===== config.mk =====
export PLATFORM = sky130hd
export DESIGN_NAME = hdlc_byte_stuff_encoder_top
export DESIGN_NICKNAME = d
export VERILOG_FILES = /design/src/rtl/hbse_pkg.sv /design/src/rtl/hbse_front.sv /design/src/rtl/hbse_queue.sv /design/src/rtl/hbse_back.sv /design/src/rtl/hdlc_byte_stuff_encoder_top.sv
export SDC_FILE = /design/constraint.sdc
export NUM_CORES = 1
export LEC_CHECK = 0
export BUFFER_PORTS_ARGS = -buffer_cell sky130_fd_sc_hd__buf_2
export CORE_MARGIN = 3
export CORE_UTILIZATION = 60
export CTS_CLUSTER_DIAMETER = 120
export DETAILED_ROUTE_END_ITERATION = 8
export PLACE_DENSITY = 0.82
export SYNTH_ARGS = -nofsm -noshare
export SYNTH_HDL_FRONTEND = slang
export SYNTH_HIERARCHICAL = 1
export SYNTH_SLANG_ARGS = --single-unit

===== constraint.sdc =====
create_clock -name clk_i -period 21.3 [get_ports clk_i]
set_input_delay 5.325 -clock clk_i [delete_from_list [all_inputs] [get_ports clk_i]]
set_output_delay 5.325 -clock clk_i [all_outputs]
set_load 0.05 [all_outputs]

===== src/rtl/hbse_pkg.sv =====
// ----------------------------------------------------------------------------
// hbse_pkg: shared definitions for the HDLC byte stuffing encoder
// Counter width, register indexes and reset values, the run descriptor that
// travels from the front stage to the back stage, and small helpers.
// ----------------------------------------------------------------------------
package hbse_pkg;

  // Width of the per-frame output byte counter
  localparam int COUNT_BITS = 8;
  localparam int CMP_W      = (COUNT_BITS > 8) ? COUNT_BITS : 8;
  localparam logic [COUNT_BITS-1:0] CNT_MAX = {COUNT_BITS{1'b1}};

  // Results one request can produce, and the slot index width
  localparam int MAX_RES = 4;
  localparam int SLOT_W  = $clog2(MAX_RES);
  localparam int LEN_W   = $clog2(MAX_RES + 1);

  // Escape transform
  localparam logic [7:0] XOR_MASK = 8'h20;

  // Configuration register indexes
  localparam int CFG_IDX_W = 2;
  localparam logic [CFG_IDX_W-1:0] REG_START_FLAG = 2'd0;
  localparam logic [CFG_IDX_W-1:0] REG_STOP_FLAG  = 2'd1;
  localparam logic [CFG_IDX_W-1:0] REG_ESCAPE     = 2'd2;
  localparam logic [CFG_IDX_W-1:0] REG_MAX_LEN    = 2'd3;

  // Configuration reset values
  localparam logic [7:0] START_FLAG_RST = 8'd126;
  localparam logic [7:0] STOP_FLAG_RST  = 8'd126;
  localparam logic [7:0] ESCAPE_RST     = 8'd125;
  localparam logic [7:0] MAX_LEN_RST    = 8'd255;

  // All results of one request, resolved by the front stage
  typedef struct packed {
    logic [MAX_RES-1:0][7:0] bytes;
    logic [MAX_RES-1:0]      err;
    logic [LEN_W-1:0]        len;
  } run_t;

  // Queue status toward the back stage and the intake stall
  typedef struct packed {
    logic full;
    logic empty;
  } q_stat_t;

  // Saturating counter increment
  function automatic logic [COUNT_BITS-1:0] sat_inc(input logic [COUNT_BITS-1:0] c);
    sat_inc = (c == CNT_MAX) ? c : c + 1'b1;
  endfunction

  // True while the frame still has room for one more byte
  function automatic logic room_left(input logic [COUNT_BITS-1:0] c,
                                     input logic [7:0] max_len);
    room_left = CMP_W'(c) < CMP_W'(max_len);
  endfunction

endpackage


===== src/rtl/hbse_front.sv =====
// ----------------------------------------------------------------------------
// hbse_front: request intake and classification
// Holds configuration and frame state, resolves every result of a request
// combinationally and hands the finished run to the queue.
// ----------------------------------------------------------------------------
module hbse_front import hbse_pkg::*; (
  input  logic                 clk_i,
  input  logic                 rst_ni,
  input  logic                 cfg_we_i,
  input  logic [CFG_IDX_W-1:0] cfg_idx_i,
  input  logic [7:0]           cfg_data_i,
  input  logic                 accept_i,
  input  logic [7:0]           in_byte_i,
  input  logic                 byte_present_i,
  input  logic                 opens_frame_i,
  input  logic                 closes_frame_i,
  output logic                 push_o,
  output run_t                 run_o
);

  logic [7:0] start_q, stop_q, esc_q, max_len_q;
  logic [COUNT_BITS-1:0] cnt_q, cnt_d;
  logic drop_q, drop_d;

  // Configuration registers
  always_ff @(posedge clk_i or negedge rst_ni) begin
    if (!rst_ni) begin
      start_q   <= START_FLAG_RST;
      stop_q    <= STOP_FLAG_RST;
      esc_q     <= ESCAPE_RST;
      max_len_q <= MAX_LEN_RST;
    end else if (cfg_we_i) begin
      case (cfg_idx_i)
        REG_START_FLAG: start_q   <= cfg_data_i;
        REG_STOP_FLAG:  stop_q    <= cfg_data_i;
        REG_ESCAPE:     esc_q     <= cfg_data_i;
        REG_MAX_LEN:    max_len_q <= cfg_data_i;
        default: ;
      endcase
    end
  end

  // Resolve the run of the current request
  always_comb begin
    logic [COUNT_BITS-1:0] c;
    logic [LEN_W-1:0]      n;
    logic                  ovf;
    logic [7:0]            data;
    c      = opens_frame_i ? '0 : cnt_q;
    n      = '0;
    ovf    = 1'b0;
    data   = in_byte_i;
    run_o  = '0;
    cnt_d  = cnt_q;
    drop_d = drop_q;
    push_o = 1'b0;

    if (!opens_frame_i && drop_q) begin
      // dropping: nothing sent, a close ends the drop
      if (closes_frame_i) begin
        drop_d = 1'b0;
        cnt_d  = '0;
      end
    end else begin
      // start flag
      if (opens_frame_i) begin
        if (max_len_q < 8'd2) begin
          ovf = 1'b1;
        end else begin
          run_o.bytes[n[SLOT_W-1:0]] = start_q;
          n = n + 1'b1;
          c = sat_inc(c);
        end
      end
      // data byte, escaped when it matches a control value
      if (!ovf && byte_present_i) begin
        if (!room_left(c, max_len_q)) begin
          ovf = 1'b1;
        end else begin
          if (data == esc_q || data == start_q || data == stop_q) begin
            run_o.bytes[n[SLOT_W-1:0]] = esc_q;
            n    = n + 1'b1;
            c    = sat_inc(c);
            data = data ^ XOR_MASK;
          end
          if (!room_left(c, max_len_q)) begin
            ovf = 1'b1;
          end else begin
            run_o.bytes[n[SLOT_W-1:0]] = data;
            n = n + 1'b1;
            c = sat_inc(c);
          end
        end
      end
      // stop flag
      if (!ovf && closes_frame_i) begin
        if (!room_left(c, max_len_q)) begin
          ovf = 1'b1;
        end else begin
          run_o.bytes[n[SLOT_W-1:0]] = stop_q;
          n = n + 1'b1;
          c = sat_inc(c);
        end
      end
      // overflow result ends the run
      if (ovf) begin
        run_o.bytes[n[SLOT_W-1:0]] = 8'd0;
        run_o.err[n[SLOT_W-1:0]]   = 1'b1;
        n = n + 1'b1;
      end
      cnt_d     = closes_frame_i ? '0 : c;
      drop_d    = ovf && !closes_frame_i;
      run_o.len = n;
      push_o    = accept_i && (n != '0);
    end
  end

  // Frame state
  always_ff @(posedge clk_i or negedge rst_ni) begin
    if (!rst_ni) begin
      cnt_q  <= '0;
      drop_q <= 1'b0;
    end else if (accept_i) begin
      cnt_q  <= cnt_d;
      drop_q <= drop_d;
    end
  end

endmodule


===== src/rtl/hbse_queue.sv =====
// ----------------------------------------------------------------------------
// hbse_queue: two-entry run queue
// Decouples the front stage from the output serializer.
// ----------------------------------------------------------------------------
module hbse_queue import hbse_pkg::*; (
  input  logic    clk_i,
  input  logic    rst_ni,
  input  logic    push_i,
  input  run_t    push_data_i,
  input  logic    pop_i,
  output run_t    head_o,
  output q_stat_t stat_o
);

  run_t       mem_q [2];
  logic       wr_ptr_q, rd_ptr_q;
  logic [1:0] cnt_q;

  assign head_o       = mem_q[rd_ptr_q];
  assign stat_o.full  = cnt_q == 2'd2;
  assign stat_o.empty = cnt_q == 2'd0;

  // Storage
  always_ff @(posedge clk_i) begin
    if (push_i) begin
      mem_q[wr_ptr_q] <= push_data_i;
    end
  end

  // Pointers and fill level
  always_ff @(posedge clk_i or negedge rst_ni) begin
    if (!rst_ni) begin
      wr_ptr_q <= 1'b0;
      rd_ptr_q <= 1'b0;
      cnt_q    <= 2'd0;
    end else begin
      if (push_i) wr_ptr_q <= ~wr_ptr_q;
      if (pop_i)  rd_ptr_q <= ~rd_ptr_q;
      case ({push_i, pop_i})
        2'b10:   cnt_q <= cnt_q + 2'd1;
        2'b01:   cnt_q <= cnt_q - 2'd1;
        default: cnt_q <= cnt_q;
      endcase
    end
  end

endmodule


===== src/rtl/hbse_back.sv =====
// ----------------------------------------------------------------------------
// hbse_back: output serializer
// Walks the slots of the head run, one result per cycle while the output is
// not stalled, into the output register.
// ----------------------------------------------------------------------------
module hbse_back import hbse_pkg::*; (
  input  logic       clk_i,
  input  logic       rst_ni,
  input  run_t       head_i,
  input  q_stat_t    q_stat_i,
  output logic       pop_o,
  output logic       out_valid_o,
  input  logic       out_stall_i,
  output logic [7:0] out_byte_o,
  output logic       overflow_error_o,
  output logic       last_of_run_o
);

  logic [SLOT_W-1:0] idx_q, idx_d;
  logic              valid_q;
  logic              load, last;

  // Load a new result when the output register is free or being taken
  assign load  = !q_stat_i.empty && (!valid_q || !out_stall_i);
  assign last  = (LEN_W'(idx_q) + 1'b1) == head_i.len;
  assign pop_o = load && last;
  assign idx_d = last ? '0 : idx_q + 1'b1;

  always_ff @(posedge clk_i or negedge rst_ni) begin
    if (!rst_ni) begin
      valid_q <= 1'b0;
      idx_q   <= '0;
    end else begin
      if (load) begin
        valid_q <= 1'b1;
        idx_q   <= idx_d;
      end else if (!out_stall_i) begin
        valid_q <= 1'b0;
      end
    end
  end

  // Output payload
  always_ff @(posedge clk_i) begin
    if (load) begin
      out_byte_o       <= head_i.bytes[idx_q];
      overflow_error_o <= head_i.err[idx_q];
      last_of_run_o    <= last;
    end
  end

  assign out_valid_o = valid_q;

endmodule


===== src/rtl/hdlc_byte_stuff_encoder_top.sv =====
// ----------------------------------------------------------------------------
// hdlc_byte_stuff_encoder_top: HDLC-style framing encoder
// Path: a request's run is written into the run queue, and its results then
// pass through the output register. Throughput: one request per cycle is
// taken while the two-entry run queue has room; the output gives one result
// per cycle while not stalled, and a request makes zero to four results.
// Reset: async active low; config returns to defaults, frame count, drop
// state, queue fill level and output valid are cleared.
// ----------------------------------------------------------------------------
module hdlc_byte_stuff_encoder_top import hbse_pkg::*; (
  input  logic                 clk_i,
  input  logic                 rst_ni,
  input  logic                 cfg_we_i,
  input  logic [CFG_IDX_W-1:0] cfg_idx_i,
  input  logic [7:0]           cfg_data_i,
  input  logic                 in_valid_i,
  output logic                 in_stall_o,
  input  logic [7:0]           in_byte_i,
  input  logic                 byte_present_i,
  input  logic                 opens_frame_i,
  input  logic                 closes_frame_i,
  output logic                 out_valid_o,
  input  logic                 out_stall_i,
  output logic [7:0]           out_byte_o,
  output logic                 overflow_error_o,
  output logic                 last_of_run_o
);

  logic    accept, push, pop;
  run_t    run, head;
  q_stat_t q_stat;

  // Stall intake only while the queue is full
  assign in_stall_o = q_stat.full;
  assign accept     = in_valid_i && !q_stat.full;

  hbse_front u_front (
    .clk_i,
    .rst_ni,
    .cfg_we_i,
    .cfg_idx_i,
    .cfg_data_i,
    .accept_i (accept),
    .in_byte_i,
    .byte_present_i,
    .opens_frame_i,
    .closes_frame_i,
    .push_o   (push),
    .run_o    (run)
  );

  hbse_queue u_queue (
    .clk_i,
    .rst_ni,
    .push_i      (push),
    .push_data_i (run),
    .pop_i       (pop),
    .head_o      (head),
    .stat_o      (q_stat)
  );

  hbse_back u_back (
    .clk_i,
    .rst_ni,
    .head_i   (head),
    .q_stat_i (q_stat),
    .pop_o    (pop),
    .out_valid_o,
    .out_stall_i,
    .out_byte_o,
    .overflow_error_o,
    .last_of_run_o
  );

endmodule


==> impl_results.md, run 1 <==
* Outcome: finished clean
* R2r worst-path depth at 35
* Cell taking the most area after synthesis: edfxtp_1
* Drt initial violations at 831
* Start point of the worst min-delay path: u_queue/cnt_q[1]
* Placer Congestion at between 1 and 1.5
* Switching Fraction at 36.2%
* Clock tree from TritonCTS: done
* Port-buffer cells at 37
* Final Max Slew Viols at 0
* Avg Cell Area, Syn at 11.6 sq um
* Area growth from synthesis to layout at 9.37%
* Number of design rule violations left after detail routing at 0
* Min-delay worst type: reg2reg
* Buffers from clock root to sink, at most at 2
* Number of antenna violations at the first check in global routing at 0
* Path type of the worst setup path: in2reg
* Launch instance of the worst register-to-register path: u_front/max_len_q[2]
* Max_slew headroom at 21.8%
* Final Power at approximately 1.0 mW
* Delay of the slowest critical-path stage at 0.91 ns
* DIE AREA at 15500 sq um
* Detail Placement HPWL at 15000 um
* Sequential-to-total area share from yosys stat at 46.1%
* Time the final worst path needs with I/O delays and setup at 14.45 ns
* Worst setup EP type: flop
* Number of global-route vias before repair at 5955
* Antenna diodes at 0
* Top flip-flop cell by instance count after synthesis: edfxtp_1
* Largest net degree at the start of global routing at 49
* Final-layout fill cell count at 949
* Met1 Track Usage GR at 38.3%
* Drt via density at 6.46
* Register bit count reported by yosys at 136
* Clock latency reported for the late side of the worst-skew pair at 0.42 ns
* Count of unique library cells instantiated by Yosys at 80
* Slowest stage cell on the critical path: nor2_4
* Final hold vios at 0
* Top-level I/O count at 38
* Synth Net Count at 788
* Total of hold buffers inserted after clock tree synthesis at 0
* Leakage power at 3.79 nW
* Sequential power share at 40.2%
* Async set-reset flop share out of synthesis at 35.3%
* Setup slack after placement at 6.70 ns
* Worst hold path cell count at 1
* Remaining antenna violation count at 0
* Actual transition at the worst max-transition pin at 1.17 ns
* Total internal power at 666 uW
* Maximum operating frequency at 69.2 MHz
* Global routing usage on met2 at 43.4%
* Worst hold-check slack at about 0.49 ns
* Clock network fraction of total power at a little over a quarter
* Switching power total at approximately 380 uW
* Maximum fanout along the worst path at 39
* Post-CTS Repair Setup Buffers at 0
* Total power divided by cell area at around 110 nW/um^2
* Commonest cells after routing, fill and taps aside: 88 x edfxtp_1, 77 x mux2_2, 67 x nor2_1, 46 x nand2_1, 37 x buf_2
* Global-route wire length before repair at 33100 um
* Count of mapped cells out of synthesis at 727
* Cell area after synthesis at 8420 sq um
* Total number of placement rows at 42
* Number of enable flip-flop cells after synthesis at 88
* Overall die width at 124 um
* Most heavily used metal layer in global routing: met2
* Wire length per cell at between 20 and 25 um
* Nets at ~800
* CTS Sinks at 136
* Fraction of layout cells with a size suffix above 1 at between 20% and 30%
* Std-Cell Core Area at roughly 14000 sq um
* Tcrit/Tclk final at 67.8%
* Root cell of the clock tree: clkbuf_16
* Cells taking the most area after synthesis: edfxtp_1 31%, mux2_2 10%, dfstp_2 8.1%
* R2R Path End: u_queue/mem_q[0][7]
* Leading cell type in the layout, fill and taps excluded: edfxtp_1
* Clk_skew at 0.00904 ns
* Area share of the leading cell type in the synthesized netlist at a little under a third
* Met3 layer usage reported by global route at 4.80%
* Final worst-path setup slack at 6.85 ns
* WP data required at 21.33 ns
* Initial DRT Pass Iterations at 6
* Num CTS Buffers at 17
* Initial cell density of the core at about 62%
* Total routed wirelength at about 21000 um
* Worst ir drop on vdd at ~0.059 mV
* R2r setup slk at 11.48 ns
* Yosys synthesis warning count at 6
* CTS H-tree depth at 4
* Gates resized, CTS repair at 0
* Number of violations of the max-capacitance limit at 0
* Min-Delay Endpoint: u_queue/cnt_q[1]
* Setup TNS at 0 ns
* Clock slew at reported path FFs at 0.06 ns
* Sum of overflow across all layers after global routing at 0
* Kind of start point of the critical path: input port
* RSZ-0062 raised after global routing: false
* Arrival time reported for the critical path endpoint at between 10 and 15 ns
* Gr usage total at 27.3%
* Total setup violations reported at the end of the flow at 0
* Via Count at 6090
* Overall die height at 124 um
* Part of the total power dissipated in combinational logic at 33.0%
stage by stage:
step	utilization [%]	std cells	instance area (sq um)
floorplan	-	727	8420
global placement	64.0	911	8640
detailed placement	64.0	911	8640
CTS	68.2	943	9210
global route	68.2	943	9210
finish	68.2	943	9210
sequential cells by signal, indices dropped and copies added (netlist names), 2 cells and up:
register / flops
u_back/idx_q: 2
u_back/out_byte_o: 8
u_front/cnt_q: 8
u_front/esc_q: 8
u_front/max_len_q: 8
u_front/start_q: 8
u_front/stop_q: 8
u_queue/cnt_q: 2
u_queue/mem_q: 78
cell usage after synthesis (17+ instances only):
library cell / count
edfxtp_1: 88
mux2_2: 77
nor2_1: 68
nand2_1: 46
ha_1: 35
inv_1: 30
dfstp_2: 26
nand3_1: 26
xor2_1: 26
mux2i_1: 23
dfrtp_1: 22
o21ai_0: 21
and3_1: 19
xnor2_1: 17
layout make-up:
type | instances | area [sq um] | area share (%)
flip-flops and latches | 136 | 3880 | 42.1
inverters | 31 | 116 | 1.26
multi-input cells | 527 | 4220 | 45.8
well taps | 176 | 220 | 2.39
clock inverters | 15 | 136 | 1.48
clock buffers | 17 | 425 | 4.62
repair buffers | 41 | 215 | 2.34
layer usage:
layer  part of all wire (%)  vias to the layer above  wire, um
li1                       -                     2751         -
met2                     48                      286     10000
met3                    6.6                       41      1380
met5                      0                        -         0
met1                     43                     3012      9090
met4                    2.3                        0       484
power by group through the flow:
stage          logic, mW  clock network [mW]  registers, mW
3_3_place_gp       0.326                   0          0.419
2_1_floorplan      0.238                   0          0.442
3_5_place_dp       0.337                   0          0.423
5_1_grt            0.370               0.296          0.428
4_1_cts            0.345               0.282          0.420
6_report           0.345               0.279          0.420
kinds of logic (layout without fill, tap and decap cells):
logic type,Yosys count,after routing,synth area share [%]
buf+inv,64,104,3.95
simple gates,225,225,14.1
flops,136,136,46.1
fa+ha+maj,35,35,5.20
xor+xnor,44,44,4.80
compound gates,110,110,9.86
mux,113,113,16.0
worst max-delay path by stage:
stage               slack (ns)                   end     startpoint
floorplan                 7.61   u_queue/mem_q[0][0]  opens_frame_i
global placement          7.06  u_queue/mem_q[0][25]  opens_frame_i
detailed placement        6.70  u_queue/mem_q[0][33]  opens_frame_i
CTS                       7.07  u_queue/mem_q[0][30]  opens_frame_i
global route              6.05  u_queue/mem_q[0][31]  opens_frame_i
finish                    6.85   u_queue/mem_q[0][7]  opens_frame_i
critical path, delay by kind of cell:
family,cells,cell delay (ns)
AND/OR/NAND/NOR,15,3.92
XOR/XNOR,2,0.38
AO/OA/AOI/OAI,11,3.08
adder cells (fa/ha/maj),4,1.17
buffers and inverters,4,0.56
Power figures use the tool's default switching activity.
==> run 2, diff against run 1 <==
--- a/config.mk
+++ b/config.mk
@@ -5,9 +5,10 @@
 export SDC_FILE = /design/constraint.sdc
 export NUM_CORES = 1
 export LEC_CHECK = 0
+export ABC_AREA = 1
 export BUFFER_PORTS_ARGS = -buffer_cell sky130_fd_sc_hd__buf_2
 export CORE_MARGIN = 3
-export CORE_UTILIZATION = 60
+export CORE_UTILIZATION = 57
 export CTS_CLUSTER_DIAMETER = 120
 export DETAILED_ROUTE_END_ITERATION = 8
 export PLACE_DENSITY = 0.82
==> constraint.sdc (replaced) <==
create_clock -name clk_i -period 12.01 [get_ports clk_i]
set_input_delay 3.0025 -clock clk_i [delete_from_list [all_inputs] [get_ports clk_i]]
set_output_delay 3.0025 -clock clk_i [all_outputs]
set_load 0.05 [all_outputs]
==> impl_results.md, run 2 <==
* Avg Cell Area, Syn at 8.09 sq um (-30%)
* Number of global-route vias before repair at 6551 (+10%)
* Fraction of layout cells with a size suffix above 1 at 15.4% (-13 points)
* Initial DRT Pass Iterations at 5 (-1)
* Overall die width at 129 um (+3.8%)
* Maximum fanout along the worst path at 39 (unchanged)
* Cell area after synthesis at 8650 sq um (+2.8%)
* Top flip-flop cell by instance count after synthesis: edfxtp_1
* Largest delay contributor family on the critical path: simple AND/OR/NAND/NOR gates
* CTS H-tree depth at 4 (unchanged)
* Yosys synthesis warning count at 6 (unchanged)
* Placer Congestion at 0.948 (-9.5%)
* Root cell of the clock tree: clkbuf_16
* Final Max Slew Viols at 0 (unchanged)
* Clock slew at reported path FFs at 0.06 ns (about the same)
* Total setup violations reported at the end of the flow at 0 (unchanged)
* R2r worst-path depth at 35 (unchanged)
* Crit-path most repeated cell: nand2_1
* Port-buffer cells at 37 (unchanged)
* Actual transition at the worst max-transition pin at 1.13 ns (-0.0450 ns)
* Largest net degree at the start of global routing at 80 (+63%)
* Setup TNS at 0 ns (unchanged)
* Wire length per cell at 15.4 um (-30%)
* Area growth from synthesis to layout at 9.34% (about the same)
* Worst hold path cell count at 2 (+1)
* Worst setup EP type: flop
* Global-route wire length before repair at 32800 um (-0.81%)
* Total routed wirelength at 19900 um (-5.0%)
* Leading cell type in the layout, fill and taps excluded: nand2_1
* Clock tree from TritonCTS: done
* Top cells by count, synth: 243 x nand2_1, 147 x inv_1, 113 x o21ai_0
* Tcrit/Tclk final at 78.1%
* Slowest stage cell on the critical path: nor2_4
* Sum of overflow across all layers after global routing at 0 (unchanged)
* Count of unique library cells instantiated by Yosys at 43 (-46%)
* Critical path depth at 34 (-5.6%)
* Gr usage total at 24.9% (-2.3 points)
* Critical path buffer and inverter count at 4 (unchanged)
* Number of flip-flops in the largest register at 78 (unchanged)
* DIE AREA at 16700 sq um (+7.8%)
* Worst ir drop on vdd at 0.124 mV (+110%)
* Cells taking the most area after synthesis: edfxtp_1 31%, nand2_1 11%, dfstp_2 7.9%
* Gates resized, CTS repair at 0 (unchanged)
* Overall die height at 129 um (+3.8%)
* Final Power at 2.17 mW (+110%)
* Time the final worst path needs with I/O delays and setup at 9.38 ns
* Most repeated cell in the gate-level netlist after synthesis: nand2_1
* Maximum operating frequency at 107 MHz
* Num CTS Buffers at 17 (unchanged)
* Total power divided by cell area at 230 nW/um^2 (+100%)
* Async set-reset flop share out of synthesis at 35.3% (unchanged)
* Antenna diodes at 0 (unchanged)
* Register bit count reported by yosys at 136 (unchanged)
* Count of mapped cells out of synthesis at 1069 (+47%)
* Path type of the worst setup path: in2reg
* CTS Sinks at 136 (unchanged)
* Sequential-to-total area share from yosys stat at 44.8% (-1.3 points)
* Number of enable flip-flop cells after synthesis at 88 (unchanged)
* Buffers from clock root to sink, at most at 2 (unchanged)
* Synth Net Count at 1131 (+44%)
* Initial cell density of the core at 58.9% (-3.5 points)
* Arrival time reported for the critical path endpoint at 9.41 ns (-5.07 ns)
* Final hold vios at 0 (unchanged)
* Outcome: finished clean
* Launch instance of the worst register-to-register path: u_front/max_len_q[1]
* Kind of start point of the critical path: input port
* Cell taking the most area after synthesis: edfxtp_1
* R2r setup slk at 4.75 ns (-6.73 ns)
* WP data required at 12.05 ns (-9.28 ns)
* Number of antenna violations at the first check in global routing at 0 (unchanged)
* Min-delay worst type: reg2reg
* Std-Cell Core Area at 14700 sq um (+8.8%)
* Drt initial violations at 868 (+4.5%)
* Total of hold buffers inserted after clock tree synthesis at 0 (unchanged)
* Nets at 1154 (+42%)
* Area share of the leading cell type in the synthesized netlist at 30.5% (-0.85 points)
* Leakage power at 4.28 nW (+13%)
* Start point of the worst min-delay path: u_back/out_valid_o
* R2R Path End: u_queue/mem_q[0][10]
* Number of design rule violations left after detail routing at 0 (unchanged)
* Commonest cells after routing, fill and taps aside: 243 x nand2_1, 147 x inv_1, 113 x o21ai_0, 100 x nor2_1, 88 x edfxtp_1
* Largest reg by FF count: u_queue/mem_q
* Detail Placement HPWL at 14000 um (-6.9%)
* Clock latency reported for the late side of the worst-skew pair at 0.43 ns (about the same)
* Drt via density at 5.56 (-14%)
* Top-level I/O count at 38 (unchanged)
* Delay of the slowest critical-path stage at 0.84 ns (-0.07 ns)
* Number of violations of the max-capacitance limit at 0 (unchanged)
* Clk_skew at 0.00833 ns (-0.000708 ns)
* Remaining antenna violation count at 0 (unchanged)
* Via Count at 7171 (+18%)
* Min-Delay Endpoint: u_back/out_valid_o
* RSZ-0062 raised after global routing: false
* Post-CTS Repair Setup Buffers at 0 (unchanged)
* Total number of placement rows at 44 (+4.8%)
* Max_slew headroom at 24.8% (+3.0 points)
run 2: logic make-up after synthesis:
family / synth area share [%]
AO/OA/AOI/OAI: 15.7
AND/OR/NAND/NOR: 22.1
multiplexers: 0.116
XOR/XNOR: 2.02
adder cells (fa/ha/maj): 5.21
buffers and inverters: 10.0
flip-flops: 44.8
run 2: stage by stage:
stage	hold slack (ns)	instances	worst slack, ns	instance area (sq um)	util, %
global route	0.513	1289	1.98	9460	64.4
finish	0.490	1289	2.63	9460	64.4
detailed placement	0.484	1257	2.35	8860	60.3
floorplan	0.461	1069	2.42	8650	-
global placement	0.479	1257	2.64	8860	60.3
CTS	0.497	1289	2.74	9460	64.4
run 2: area by class of cell:
cell class / instances / area (sq um)
fillers: 1194 / 5240
multi-input cells: 732 / 3920
flip-flops and latches: 136 / 3880
inverters: 165 / 627
clock buffers: 18 / 429
well taps: 184 / 230
repair buffers: 40 / 208
clock inverters: 14 / 171
run 2: how the worst max path moves through the flow:
stage / from / endpoint
floorplan: opens_frame_i / u_queue/mem_q[0][0]
global placement: opens_frame_i / u_queue/mem_q[0][16]
detailed placement: opens_frame_i / u_queue/mem_q[0][10]
CTS: opens_frame_i / u_queue/mem_q[0][10]
global route: opens_frame_i / u_queue/mem_q[0][10]
finish: opens_frame_i / u_queue/mem_q[0][10]
run 2: routing by layer:
layer	part of all wire [%]	routed length (um)	global-route usage (%)	vias to the layer above
li1	-	-	-	3567
met5	0	0	0	-
met2	47	9390	39.7	311
met4	1.4	279	7.10	0
met3	7.6	1510	4.74	26
met1	44	8720	35.2	3267
run 2: where the power goes:
part / total (mW) / switching [mW] / leakage (nW) / internal, mW
registers: 0.784 / 0.0778 / 1.38 / 0.707
logic: 0.857 / 0.607 / 2.61 / 0.250
clock network: 0.532 / 0.204 / 0.289 / 0.328
run 2: worst register-to-register path: cells and delay by family, from the launching register on:
kind | cells | cell delay (ns)
buf+inv | 4 | 0.39
fa+ha+maj | 4 | 1.14
compound gates | 8 | 1.70
flops | 1 | 0.54
mux | 1 | 0.25
xor+xnor | 1 | 0.16
simple gates | 17 | 2.68
